## src/rtl/bcm_pkg.sv

```systemverilog
// ----------------------------------------------------------------------------
// Cartridge mapper package
// Codes, widths and clock limits shared by the banked cartridge mapper.
// ----------------------------------------------------------------------------
`default_nettype none

package bcm_pkg;

    localparam int ROM_BANK_BITS  = 7;
    localparam int RAM_BANK_COUNT = 4;
    localparam int TICK_W         = 24;
    localparam int MAP_W          = 21;
    localparam int CLK_REGS       = 5;

    localparam logic [TICK_W-1:0] TPS_RESET = 24'd1048576;

    localparam logic [3:0] WE_KEY      = 4'hA;
    localparam logic [7:0] SEL_CLK_LO  = 8'h08;
    localparam logic [7:0] SEL_CLK_HI  = 8'h0C;
    localparam logic [7:0] SEC_MAX     = 8'd59;
    localparam logic [7:0] MIN_MAX     = 8'd59;
    localparam logic [7:0] HOUR_MAX    = 8'd23;
    localparam logic [7:0] DAYL_MAX    = 8'd255;

    localparam int CLK_SEC  = 0;
    localparam int CLK_MIN  = 1;
    localparam int CLK_HOUR = 2;
    localparam int CLK_DAYL = 3;
    localparam int CLK_DAYH = 4;

    typedef enum logic [1:0] {
        OP_READ  = 2'd0,
        OP_WRITE = 2'd1,
        OP_TICK  = 2'd2,
        OP_NOP   = 2'd3
    } t_opcode;

    typedef enum logic [1:0] {
        TGT_NONE = 2'd0,
        TGT_ROM  = 2'd1,
        TGT_RAM  = 2'd2,
        TGT_CLK  = 2'd3
    } t_target;

    typedef enum logic [1:0] {
        LATCH_IDLE      = 2'd0,
        LATCH_ARMING    = 2'd1,
        LATCH_HELD      = 2'd2,
        LATCH_RELEASING = 2'd3
    } t_latch;

    typedef logic [7:0] t_clock [CLK_REGS];

endpackage

`default_nettype wire

```

## src/rtl/banked_cartridge_mapper_with_rtc_core.sv

```systemverilog
// ----------------------------------------------------------------------------
// Banked cartridge mapper with real-time clock
// Decodes bus reads and writes against the cartridge map, keeps the bank
// selects and the latch sequence, and runs a seconds to days clock on ticks.
// ----------------------------------------------------------------------------
//  Channel   Signals                                   Direction
//  input     i_valid, o_stall, i_opcode/address/data   in
//  output    o_valid, i_stall, o_target ... o_access_error  out
//  config    i_cfg_wr_en, i_cfg_data                   in
//
// Each word is decoded and its state update made in the cycle it is
// accepted; the result is held in the output register from the next cycle.
// One word is taken per cycle unless the output register is full and stalled.
// Synchronous reset puts all but the output data to documented values.
// ----------------------------------------------------------------------------
`default_nettype none

module banked_cartridge_mapper_with_rtc_core
    import bcm_pkg::*;
(
    input  wire logic              i_clk,
    input  wire logic              i_rst_n,
    input  wire logic              i_cfg_wr_en,
    input  wire logic [TICK_W-1:0] i_cfg_data,
    input  wire logic              i_valid,
    output logic                   o_stall,
    input  wire logic [1:0]        i_opcode,
    input  wire logic [15:0]       i_address,
    input  wire logic [7:0]        i_data,
    output logic                   o_valid,
    input  wire logic              i_stall,
    output logic [1:0]             o_target,
    output logic [MAP_W-1:0]       o_mapped_address,
    output logic [7:0]             o_read_value,
    output logic                   o_ram_write_strobe,
    output logic                   o_access_error
);

    logic [TICK_W-1:0]        r_tps;
    logic [ROM_BANK_BITS-1:0] r_rom_bank, n_rom_bank;
    logic [3:0]               r_ram_sel, n_ram_sel;
    logic                     r_we, n_we;
    t_latch                   r_latch, n_latch;
    logic [TICK_W-1:0]        r_tick, n_tick;
    t_clock                   r_live, n_live;
    t_clock                   r_snap, n_snap;

    logic                     r_out_valid;
    t_target                  r_target, n_target;
    logic [MAP_W-1:0]         r_mapped, n_mapped;
    logic [7:0]               r_rval, n_rval;
    logic                     r_strobe, n_strobe;
    logic                     r_err, n_err;

    logic                     accept;
    t_opcode                  op;
    logic                     sel_clk;
    logic [2:0]               clk_idx;
    logic [TICK_W-1:0]        tick_inc;
    logic                     is_latch_wr;
    logic [MAP_W-1:0]         ram_map;
    t_clock                   adv;

    assign o_stall = r_out_valid & i_stall;
    assign accept  = i_valid & ~o_stall;
    assign op      = t_opcode'(i_opcode);
    assign sel_clk = ({4'd0, r_ram_sel} >= SEL_CLK_LO) && ({4'd0, r_ram_sel} <= SEL_CLK_HI);
    assign clk_idx = r_ram_sel[2:0];
    assign tick_inc = r_tick + 1'b1;
    assign ram_map = MAP_W'({r_ram_sel, i_address[12:0]});
    assign is_latch_wr = (op == OP_WRITE) && (i_address[15:13] == 3'b011);

    // One second step of the running clock.
    always_comb begin
        adv = r_live;
        if (r_live[CLK_SEC] != SEC_MAX) begin
            adv[CLK_SEC] = r_live[CLK_SEC] + 8'd1;
        end else begin
            adv[CLK_SEC] = 8'd0;
            if (r_live[CLK_MIN] != MIN_MAX) begin
                adv[CLK_MIN] = r_live[CLK_MIN] + 8'd1;
            end else begin
                adv[CLK_MIN] = 8'd0;
                if (r_live[CLK_HOUR] != HOUR_MAX) begin
                    adv[CLK_HOUR] = r_live[CLK_HOUR] + 8'd1;
                end else begin
                    adv[CLK_HOUR] = 8'd0;
                    if (r_live[CLK_DAYL] != DAYL_MAX) begin
                        adv[CLK_DAYL] = r_live[CLK_DAYL] + 8'd1;
                    end else begin
                        adv[CLK_DAYL] = 8'd0;
                        adv[CLK_DAYH] = {r_live[CLK_DAYH][7] | r_live[CLK_DAYH][0],
                                         r_live[CLK_DAYH][6:1], ~r_live[CLK_DAYH][0]};
                    end
                end
            end
        end
    end

    // Latch sequence next state.
    always_comb begin
        n_latch = r_latch;
        if (accept && is_latch_wr) begin
            case (r_latch)
                LATCH_IDLE:      if (i_data == 8'd0) n_latch = LATCH_ARMING;
                LATCH_ARMING:    if (i_data == 8'd1) n_latch = LATCH_HELD;
                LATCH_HELD:      if (i_data == 8'd0) n_latch = LATCH_RELEASING;
                LATCH_RELEASING: if (i_data == 8'd1) n_latch = LATCH_IDLE;
                default:         n_latch = r_latch;
            endcase
        end
    end

    // Snapshot copy on the step into the held phase.
    always_comb begin
        n_snap = r_snap;
        if (accept && is_latch_wr && r_latch == LATCH_ARMING && i_data == 8'd1) begin
            n_snap = r_live;
        end
    end

    always_comb begin
        n_rom_bank = r_rom_bank;
        n_ram_sel  = r_ram_sel;
        n_we       = r_we;
        n_tick     = r_tick;
        n_live     = r_live;
        n_target   = TGT_NONE;
        n_mapped   = '0;
        n_rval     = 8'd0;
        n_strobe   = 1'b0;
        n_err      = 1'b0;
        case (op)
            OP_READ: begin
                if (!i_address[15]) begin
                    n_target = TGT_ROM;
                    if (!i_address[14]) begin
                        n_mapped = MAP_W'(i_address[13:0]);
                    end else begin
                        n_mapped = MAP_W'({r_rom_bank, i_address[13:0]});
                    end
                end else if (i_address[15:13] == 3'b101) begin
                    if (sel_clk) begin
                        n_target = TGT_CLK;
                        n_rval = (r_latch == LATCH_HELD || r_latch == LATCH_RELEASING)
                                 ? r_snap[clk_idx] : r_live[clk_idx];
                    end else begin
                        n_target = TGT_RAM;
                        n_mapped = ram_map;
                    end
                end
            end
            OP_WRITE: begin
                if (i_address[15:13] == 3'b000) begin
                    n_we = (i_data[3:0] == WE_KEY);
                end else if (i_address[15:13] == 3'b001) begin
                    n_rom_bank = (i_data[ROM_BANK_BITS-1:0] == '0)
                                 ? ROM_BANK_BITS'(1) : i_data[ROM_BANK_BITS-1:0];
                end else if (i_address[15:13] == 3'b010) begin
                    if ((i_data >= SEL_CLK_LO && i_data <= SEL_CLK_HI)
                        || i_data < 8'(RAM_BANK_COUNT)) begin
                        n_ram_sel = i_data[3:0];
                    end else begin
                        n_err = 1'b1;
                    end
                end else if (i_address[15:13] == 3'b011) begin
                    n_err = 1'b0;
                end else if (i_address[15:13] == 3'b101 && r_we) begin
                    if (sel_clk) begin
                        n_target = TGT_CLK;
                        n_live[clk_idx] = i_data;
                    end else begin
                        n_target = TGT_RAM;
                        n_mapped = ram_map;
                        n_strobe = 1'b1;
                    end
                end else begin
                    n_err = 1'b1;
                end
            end
            OP_TICK: begin
                if (tick_inc >= r_tps) begin
                    n_tick = '0;
                    n_live = adv;
                end else begin
                    n_tick = tick_inc;
                end
            end
            default: begin
                n_err = 1'b0;
            end
        endcase
    end

    always_ff @(posedge i_clk) begin
        if (!i_rst_n) begin
            r_tps       <= TPS_RESET;
            r_rom_bank  <= ROM_BANK_BITS'(1);
            r_ram_sel   <= 4'd0;
            r_we        <= 1'b0;
            r_latch     <= LATCH_IDLE;
            r_tick      <= '0;
            r_live      <= '{default: 8'd0};
            r_snap      <= '{default: 8'd0};
            r_out_valid <= 1'b0;
        end else begin
            if (i_cfg_wr_en) begin
                r_tps <= i_cfg_data;
            end
            if (accept) begin
                r_rom_bank <= n_rom_bank;
                r_ram_sel  <= n_ram_sel;
                r_we       <= n_we;
                r_tick     <= n_tick;
                r_live     <= n_live;
            end
            r_latch <= n_latch;
            r_snap  <= n_snap;
            if (accept) begin
                r_out_valid <= 1'b1;
            end else if (!i_stall) begin
                r_out_valid <= 1'b0;
            end
        end
    end

    always_ff @(posedge i_clk) begin
        if (accept) begin
            r_target <= n_target;
            r_mapped <= n_mapped;
            r_rval   <= n_rval;
            r_strobe <= n_strobe;
            r_err    <= n_err;
        end
    end

    assign o_valid            = r_out_valid;
    assign o_target           = r_target;
    assign o_mapped_address   = r_mapped;
    assign o_read_value       = r_rval;
    assign o_ram_write_strobe = r_strobe;
    assign o_access_error     = r_err;

    a_bank_nonzero: assert property (@(posedge i_clk) disable iff (!i_rst_n)
        r_rom_bank != '0)
        else $error("ROM bank register holds zero");

    a_strobe_ram: assert property (@(posedge i_clk) disable iff (!i_rst_n)
        (o_valid && o_ram_write_strobe) |-> (o_target == TGT_RAM && !o_access_error))
        else $error("RAM write strobe without a RAM target");

    a_latch_by_write: assert property (@(posedge i_clk) disable iff (!i_rst_n)
        ($past(i_rst_n) && r_latch != $past(r_latch))
            |-> $past(accept && op == OP_WRITE))
        else $error("Latch phase moved without a bus write");

    a_sel_legal: assert property (@(posedge i_clk) disable iff (!i_rst_n)
        sel_clk || ({4'd0, r_ram_sel} < 8'(RAM_BANK_COUNT)))
        else $error("RAM select holds an unknown value");

endmodule

`default_nettype wire
```

## config.mk

```make
export PLATFORM = sky130hd
export DESIGN_NAME = banked_cartridge_mapper_with_rtc_core
export DESIGN_NICKNAME = d
export VERILOG_FILES = /design/src/rtl/bcm_pkg.sv /design/src/rtl/banked_cartridge_mapper_with_rtc_core.sv
export SDC_FILE = /design/constraint.sdc
export NUM_CORES = 1
export LEC_CHECK = 0
export BUFFER_PORTS_ARGS = -buffer_cell sky130_fd_sc_hd__buf_2
export CORE_MARGIN = 2
export CORE_UTILIZATION = 30
export CTS_CLUSTER_SIZE = 20
export DETAILED_ROUTE_END_ITERATION = 8
export PLACE_DENSITY = 0.52
export SETUP_SLACK_MARGIN = 0.4
export SLEW_MARGIN = 20
export SYNTH_ARGS = -nofsm -noshare
export SYNTH_HDL_FRONTEND = slang
export SYNTH_SLANG_ARGS = --single-unit
export TNS_END_PERCENT = 10
```

## constraint.sdc

```tcl
create_clock -name i_clk -period 4.9 [get_ports i_clk]
set_clock_uncertainty 0.15 [all_clocks]
set_input_delay 0.49 -clock i_clk [delete_from_list [all_inputs] [get_ports i_clk]]
set_output_delay 0.49 -clock i_clk [all_outputs]
set_load 0.1 [all_outputs]
```

==> impl_metrics.ini, run 1 <==
[detailed_routing]
wl_per_cell_um = 17.6
viasPerCell = 5.21
drtIter0Drc = 633
drtAntennaViolNets = 0
first_pass_iters = 5
wl_um = 27400
vias = 8123
drc = 0

[synthesis]
ys.flop_type = dfxtp_1
synth-xor-area-share_pct = 2.03
synth-compound-area-share_pct = 17.1
yosysWarnings = 0
synth_mux_area_share_pct = 11.2
synth_edf_count = 33
ys_ff_latch = 176
yosys.area_share.simple_pct = 20.6
yosys-top-cells-count = nor2_1 (160), dfxtp_1 (143), mux2i_1 (99)
async_reset_ff_share_pct = 0
yosysMostFrequentCell = nor2_1
synth_area_um2 = 9470
synth_cells = 1068
syn_nets = 1156
synth_top_area_share_pct = 30.2
yosysTopAreaCell = dfxtp_1
synth_top_family_by_area = simple AND/OR/NAND/NOR gates
seq_area_frac_synth_pct = 40.7
synth.top_cells.by_area = dfxtp_1 (30%), edfxtp_1 (10%), mux2i_1 (10%), nor2_1 (6.3%), ha_1 (4.4%)
synthAdderAreaFrac_pct = 4.36
postSynthAreaPerCell_um2 = 8.87
synth.distinct_cells = 71

[clock_network]
cts_sinks = 176
cts_tree = built
clk_path_buf_depth = 2
cts_hold_buf = 0
clkTransAtPathRegs_ps = 70
clk_latency_ps = 450
cts_buffers = 17
cts-root-buf = clkbuf_16
h-tree-depth = 4

[sta]
fmax_mhz = 239
tightest_slew_ps = 1010
max_slew_margin_pct = 32.4
rsz0062_at_grt = false
fin_setup_tns_ps = 0
post-route-period-util_pct = 85.5
maxSlewViolCount = 0
hold_viol = 0
min_period_ps = 4190
setup_viol_count_final = 0

[placement]
place_area_um2 = 10300
dp_hpwl_um = 19300
port_buffers = 89
gp_congestion = 0.819

[power]
leakagePower_nw = 4.22
powerDensity_nw_per_um2 = 297
ir_drop_v = 0.000246

[global_routing]
grt_pass1_vias = 7621
grt_overflow = 0
use_met1_pct = 23.2
grt_use_total_pct = 16.9
grt_busiest_layer = met2
grt_max_degree = 46
grt_use_met3_pct = 3.11
grt_pass1_wl_um = 43600
antenna_found_initial = 1
use_met2_pct = 27.0

[setup_path]
cp.required_ps = 5100
r2r_end = r_live[10]
reg2regPathDepth = 16
setup.worst_path.class = reg -> reg
r2r_slack_ps = 710
critPathLaunchType = flip-flop
timing.rr.start = r_tick[5]
end_kind = flip-flop
cp.arrival_ps = 4390
crit_path_max_fanout = 11

[finish]
multiInputGateArea_um2 = 5280
layout.nets = 1229
design_area_um2 = 11000
final_util_pct = 35.2
layout-drive-gt1-share_pct = 16.6
syn_to_final_growth_pct = 16.3
final.fill_count = 3207
regArea_um2 = 3850

[min_path]
hold_path.startpoint = i_valid
hp-class = in -> reg
min_path_cells = 2
hold_end = o_valid

[floorplan]
core_um2 = 31300
die_w_um = 182
rows = 65
dieArea_um2 = 33000
start_util_pct = 30.3
io_pins = 90
die_h_um = 182

[flow_run]
drv_cap = 0

[outcome]
outcome = completed
placed cells by master (no fill, tap or decap), drive strengths merged, types with 20 or more instances in the layout:
cell type,instances
mux2i,99
nor2b,20
edfxtp,33
ha,33
nand2,67
nor2,162
nor3,38
o21ai,36
inv,40
nand3,34
dfxtp,143
buf,115
a21oi,64
metal layers:
metal  up-vias  share of wire, %  routed length [um]
met5         -                 0                   0
met4         0               1.5                 422
met3        23               5.0                1370
met2       194                46               12500
met1      3893                48               13200
li1       4013                 -                   -
cell type report:
cell class	instances	area share [%]
multi-input combinational	796	47.9
inverter	35	1.20
tap	402	4.57
timing repair buffer	115	5.85
clock buffer	18	4.09
clock inverter	14	1.34
sequential	176	35.0
antenna	2	0.0454
registers in the layout, indices dropped and copies added (netlist names):
name / flops
o_target: 2
r_latch: 2
r_live: 40
o_valid: 1
r_ram_sel: 4
r_tick: 24
o_ram_write_strobe: 1
r_tps: 24
o_mapped_address: 21
r_snap: 40
o_read_value: 8
r_we: 1
r_rom_bank: 7
o_access_error: 1
report_power, final:
group / switching [mW] / internal (mW) / leakage [nW]
registers: 0.0142 / 1.50 / 1.49
logic: 0.258 / 0.0812 / 2.44
clock network: 0.662 / 0.750 / 0.295
cells by family after synthesis:
group                      Yosys count
AOI/OAI and AO/OA                  233
muxes                              103
adders and majority gates           33
buffers and inverters               96
xor gates and xnor gates            22
and+or+nand+nor                    405
DFF                                176
worst max-delay path by stage:
stage / from / end / slack (ps)
floorplan: r_tick[2] / r_live[30] / 740
global placement: r_tick[2] / r_live[10] / 560
detailed placement: r_tick[2] / r_live[10] / 540
CTS: r_tick[2] / r_live[10] / 490
global route: r_tick[5] / r_live[22] / 400
finish: r_tick[5] / r_live[10] / 710
metrics by stage:
stage | hold slack (ps) | cells | total power [mW] | worst slack [ps]
final | 118 | 1558 | 3.27 | 712
after global placement | 304 | 1518 | 1.89 | 556
after CTS | 105 | 1550 | 3.30 | 492
after detailed placement | 307 | 1518 | 1.89 | 537
after floorplan | 287 | 1068 | 1.80 | 739
after global routing | 122 | 1556 | 3.38 | 402
critical path, stage by stage, from the launching register on:
cell,delay [ps]
dfxtp_1,460
nand4_1,140
nor4_2,280
buf_4,170
nand2_1,50
or2_2,370
o21a_1,210
or2_2,290
ha_1,290
a21o_1,180
a21o_1,180
a221oi_2,370
a21oi_1,220
nor2_4,270
buf_4,180
nor3_1,50
nor4_1,240
what timing repair did:
action | 4_1_cts | 5_1_grt
gates resized for setup | 0 | 10
buffers inserted | 0 | 5
endpoints found under the setup margin | 0 | 53
Power figures use the tool's default switching activity.
==> inputs of run 2 (changes only) <==
REMOVE_ABC_BUFFERS = 1   (was default)
==> run 2 against run 1 <==
Net effect: hold slack better by 18 ps; non-clock buffer count down 6; core utilization down 0.17 points; register-to-register slack worse by 70 ps; fmax down 1.5%; first-iteration DRC count down 10%; total power down 0.21%; worst setup slack worse by 65 ps; global-route usage down 0.25 points; die area unchanged; sequential power about the same.
==> impl_metrics.ini, run 2 (synthesized netlist as in run 1, its figures left out) <==
[placement]
gp_congestion = 0.828
place_area_um2 = 10300
dp_hpwl_um = 18900
port_buffers = 89

[setup_path]
timing.rr.start = r_tick[4]
end_kind = flip-flop
setup.worst_path.class = reg -> reg
path_cells = nand3_1 > nor4_2 > buf_4 > nand2_1 > or2_2 > o21a_1 > or2_2 > ha_1 > a21o_1 > a21o_1 > a221oi_2 > a21oi_1 > nor2_2 > buf_4 > nor3_1 > a2111oi_2
cp.required_ps = 5090
r2r_slack_ps = 650
cp_slowest_cell = dfxtp_1
reg2regPathDepth = 16
slowest_delay_ps = 410
crit_path_max_fanout = 17
r2r_end = r_live[14]
cp.arrival_ps = 4440
critPathLaunchType = flip-flop

[floorplan]
die_h_um = 182
io_pins = 90
die_w_um = 182
rows = 65
start_util_pct = 30.3
dieArea_um2 = 33000
core_um2 = 31300

[sta]
tightest_slew_ps = 968
min_period_ps = 4250
maxSlewViolCount = 0
whs_ps = 136
fin_setup_tns_ps = 0
max_slew_margin_pct = 35.5
rsz0062_at_grt = true
setup_viol_count_final = 0
post-route-period-util_pct = 86.8
fmax_mhz = 235
hold_viol = 0

[global_routing]
grt_overflow = 0
grt_use_total_pct = 16.7
use_met1_pct = 22.9
grt_pass1_vias = 7851
antenna_found_initial = 1
grt_pass1_wl_um = 43700
grt_busiest_layer = met2
use_met2_pct = 27.1
grt_max_degree = 84
grt_use_met3_pct = 2.63

[clock_network]
cts_setup_buffers = 0
cts_hold_buf = 0
cts_tree = built
h-tree-depth = 4
clk_path_buf_depth = 2
cts_sinks = 176
cts_buffers = 17
cts_resized = 0
clk_latency_ps = 440
clkTransAtPathRegs_ps = 70
cts-root-buf = clkbuf_16

[finish]
num_antenna_cells = 0
syn_to_final_growth_pct = 15.7
final_cell_mix = nor2_1 (159), dfxtp_1 (142), mux2i_1 (99), buf_2 (90), nand2_1 (65)
final_common_cell = nor2_1
reg_top3 = r_live x40, r_snap x40
design_area_um2 = 11000
layout-drive-gt1-share_pct = 16.3
layout.nets = 1223

[detailed_routing]
drtIter0Drc = 568
drtAntennaViolNets = 0
first_pass_iters = 5
wl_um = 27400
viasPerCell = 5.30
drc = 0
wl_per_cell_um = 17.7
vias = 8221

[power]
ir_drop_v = 0.000171
leakagePower_nw = 4.19
powerDensity_nw_per_um2 = 298

[min_path]
min_path_cells = 3
hp-class = in -> reg
hold_end = r_tps[14]
hold_path.startpoint = i_cfg_data[14]

[outcome]
outcome = completed

[flow_run]
drv_cap = 0
==> run 2: worst max path at each step <==
stage	cells past startpoint	endpoint	startpoint	slack (ps)
after floorplan	7	r_snap[0]	o_valid	330
after CTS	15	r_live[0]	r_tick[2]	590
after global placement	15	r_live[0]	r_tick[2]	580
final	16	r_live[14]	r_tick[4]	650
after global routing	15	r_live[14]	r_tick[4]	360
after detailed placement	15	r_live[13]	r_tick[2]	620
==> run 2: area by class of cell <==
class                           count  area (um^2)
Multi-Input combinational cell    796         5280
Fill cell                        3230        20400
Clock buffer                       17          425
Timing Repair Buffer              109          597
Tap cell                          402          503
Sequential cell                   176         3850
Clock inverter                     15          170
Inverter                           35          133
==> run 2: through the flow <==
stage          setup slack (ps)  std cells  power [mW]  utilization, %
6_report                    646       1550        3.26            35.0
5_1_grt                     361       1550        3.38            35.0
4_1_cts                     590       1548        3.30            34.8
3_5_place_dp                619       1516        1.89            32.9
3_3_place_gp                579       1516        1.89            32.9
2_1_floorplan               330       1007        1.78               -
==> run 2: critical path, delay by kind of cell, from the launching register on <==
family,cells,cell delay (ps)
AND/OR/NAND/NOR,7,1430
AO/OA/AOI/OAI,6,1420
buffers and inverters,2,420
flip-flops,1,410
adder cells (fa/ha/maj),1,300
==> run 2: power by group <==
group	internal [mW]	total, mW	switching (mW)	leakage, nW
sequential	1.50	1.52	0.0139	1.49
clock	0.768	1.40	0.635	0.293
combinational	0.0808	0.341	0.261	2.41
==> run 2: per-layer routing <==
layer  vias up  wire (um)
met5         -          7
met2       273      12600
met4         2        391
met3        24       1570
li1       4000          -
met1      3922      12900
==> inputs of run 3 (changes only) <==
CELL_PAD_IN_SITES_DETAIL_PLACEMENT = 0   (was default)
CELL_PAD_IN_SITES_GLOBAL_PLACEMENT = 2   (was default)
CORE_UTILIZATION = 37   (was 30)
PLACE_DENSITY = 0.86   (was 0.52)
==> run 3 against run 2 <==
Net effect: sequential share of layout area is 0.66 points higher; non-clock buffer count down 3; final cell count shrank 4.8%; count of clock-buffer cells in the layout rose by 3; hold slack better by 5.4 ps; largest power group unchanged.
==> impl_metrics.ini, run 3 (synthesized netlist as in run 1, its figures left out) <==
[finish]
final_common_cell = nor2_1
reg_top3 = r_live x40, r_snap x40
num_antenna_cells = 0
layout-drive-gt1-share_pct = 15.4
final_cell_mix = nor2_1 (159), dfxtp_1 (143), mux2i_1 (99), buf_2 (89), nand2_1 (66)
syn_to_final_growth_pct = 13.5
layout.nets = 1220
final.fill_count = 2547

[setup_path]
critPathBufInv = 1
critPathLaunchType = flip-flop
cp.required_ps = 5090
crit_path_max_fanout = 8
cp.arrival_ps = 4470
reg2regPathDepth = 15
slowest_delay_ps = 530
r2r_end = r_tick[9]
timing.rr.start = r_tick[2]
end_kind = flip-flop
cpLargestDelayFamily = simple AND/OR/NAND/NOR gates
cp_slowest_cell = nor3_2
path_cells = nand3_1 > nor4_1 > buf_4 > nand2_1 > or2_2 > o21a_1 > or2_2 > ha_1 > a21o_1 > a21o_1 > a221oi_2 > nand2_1 > nor3_2 > a31oi_1 > nor3_1
setup.worst_path.class = reg -> reg
r2r_slack_ps = 620

[detailed_routing]
drc = 0
viasPerCell = 5.56
wl_um = 27200
vias = 8194
drtAntennaViolNets = 0
wl_per_cell_um = 18.4
drtIter0Drc = 553
first_pass_iters = 5

[clock_network]
clk_path_buf_depth = 2
clkTransAtPathRegs_ps = 70
cts_buffers = 17
cts_sinks = 176
cts_setup_buffers = 0
clk_latency_ps = 430
cts_tree = built
h-tree-depth = 4
cts-root-buf = clkbuf_16

[sta]
rsz0062_at_grt = true
maxSlewViolCount = 0
fmax_mhz = 234
max_slew_margin_pct = 31.6
fin_setup_tns_ps = 0
whs_ps = 141
setup_viol_count_final = 0
post-route-period-util_pct = 87.3
tightest_slew_ps = 1030
min_period_ps = 4280
hold_viol = 0

[global_routing]
grt_pass1_vias = 7568
grt_busiest_layer = met2
antenna_found_initial = 0
grt_max_degree = 83
use_met2_pct = 31.8
grt_overflow = 0
use_met1_pct = 29.6
grt_use_met3_pct = 3.61
grt_pass1_wl_um = 42600
grt_use_total_pct = 20.4

[floorplan]
rows = 58
die_w_um = 164
core_um2 = 25200
die_h_um = 164
io_pins = 90
start_util_pct = 37.6
dieArea_um2 = 26900

[placement]
gp_congestion = 0.837
port_buffers = 89
dp_hpwl_um = 18600

[power]
ir_drop_v = 0.000161
powerDensity_nw_per_um2 = 289
leakagePower_nw = 4.13

[min_path]
min_path_cells = 3
hold_end = r_tps[2]
hold_path.startpoint = i_cfg_data[2]
hp-class = in -> reg

[flow_run]
drv_cap = 0

[outcome]
outcome = completed
## run 3: cell types whose count changed in the layout (fill, tap and decap cells not counted), moves of 2 or more
| cell | previous run | this run |
|---|---|---|
| inv_8 | 2 | 0 |
| clkbuf_1 | 0 | 3 |
| inv_6 | 5 | 3 |
| bufinv_16 | 2 | 0 |
| clkinv_4 | 3 | 1 |
| clkinvlp_4 | 1 | 4 |
## run 3: cell type report
type | count | area, um^2 | area share (%)
clock inverter | 12 | 86.3 | 0.803
tap | 330 | 413 | 3.84
multi-input combinational | 796 | 5260 | 48.9
sequential | 176 | 3850 | 35.8
inverter | 35 | 133 | 1.23
timing repair buffer | 106 | 573 | 5.33
clock buffer | 20 | 437 | 4.06
## run 3: stage by stage
step | power (mW) | util [%] | area [um^2] | worst slack [ps] | cells
3_5_place_dp | 1.89 | 40.6 | 10200 | 623 | 1443
5_1_grt | 3.22 | 42.7 | 10800 | 355 | 1475
4_1_cts | 3.14 | 42.6 | 10700 | 587 | 1475
3_3_place_gp | 1.89 | 40.6 | 10200 | 633 | 1443
6_report | 3.11 | 42.7 | 10800 | 624 | 1475
2_1_floorplan | 1.78 | - | 9220 | 330 | 1007
## run 3: worst max path at each step
stage | cells past startpoint | slack, ps | start | endpoint
3_3_place_gp | 15 | 630 | r_tick[2] | r_live[17]
2_1_floorplan | 7 | 330 | o_valid | r_snap[0]
4_1_cts | 15 | 590 | r_tick[2] | r_live[14]
5_1_grt | 15 | 360 | r_tick[2] | r_tick[9]
3_5_place_dp | 15 | 620 | r_tick[2] | r_live[20]
6_report | 15 | 620 | r_tick[2] | r_tick[9]
## run 3: where the power goes
group | switching [mW] | internal [mW] | total, mW
logic | 0.262 | 0.0795 | 0.341
clock network | 0.599 | 0.652 | 1.25
registers | 0.0135 | 1.50 | 1.52
## run 3: worst min-delay path, cell delays in order
cell and delay (ps):
buf_2 70, mux2i_1 50, nor2_1 70
## run 3: routing by layer
layer  wire (um)  vias up
li1            -     3987
met1       13100     3919
met2       12000      273
met3        1780       15
met4         229        0
met5           0        -
## run 3: repair_timing
action | 4_1_cts | 5_1_grt
hold buffers | 0 | 0
setup endpoints to repair | 0 | 13
gates resized for setup | 0 | 2
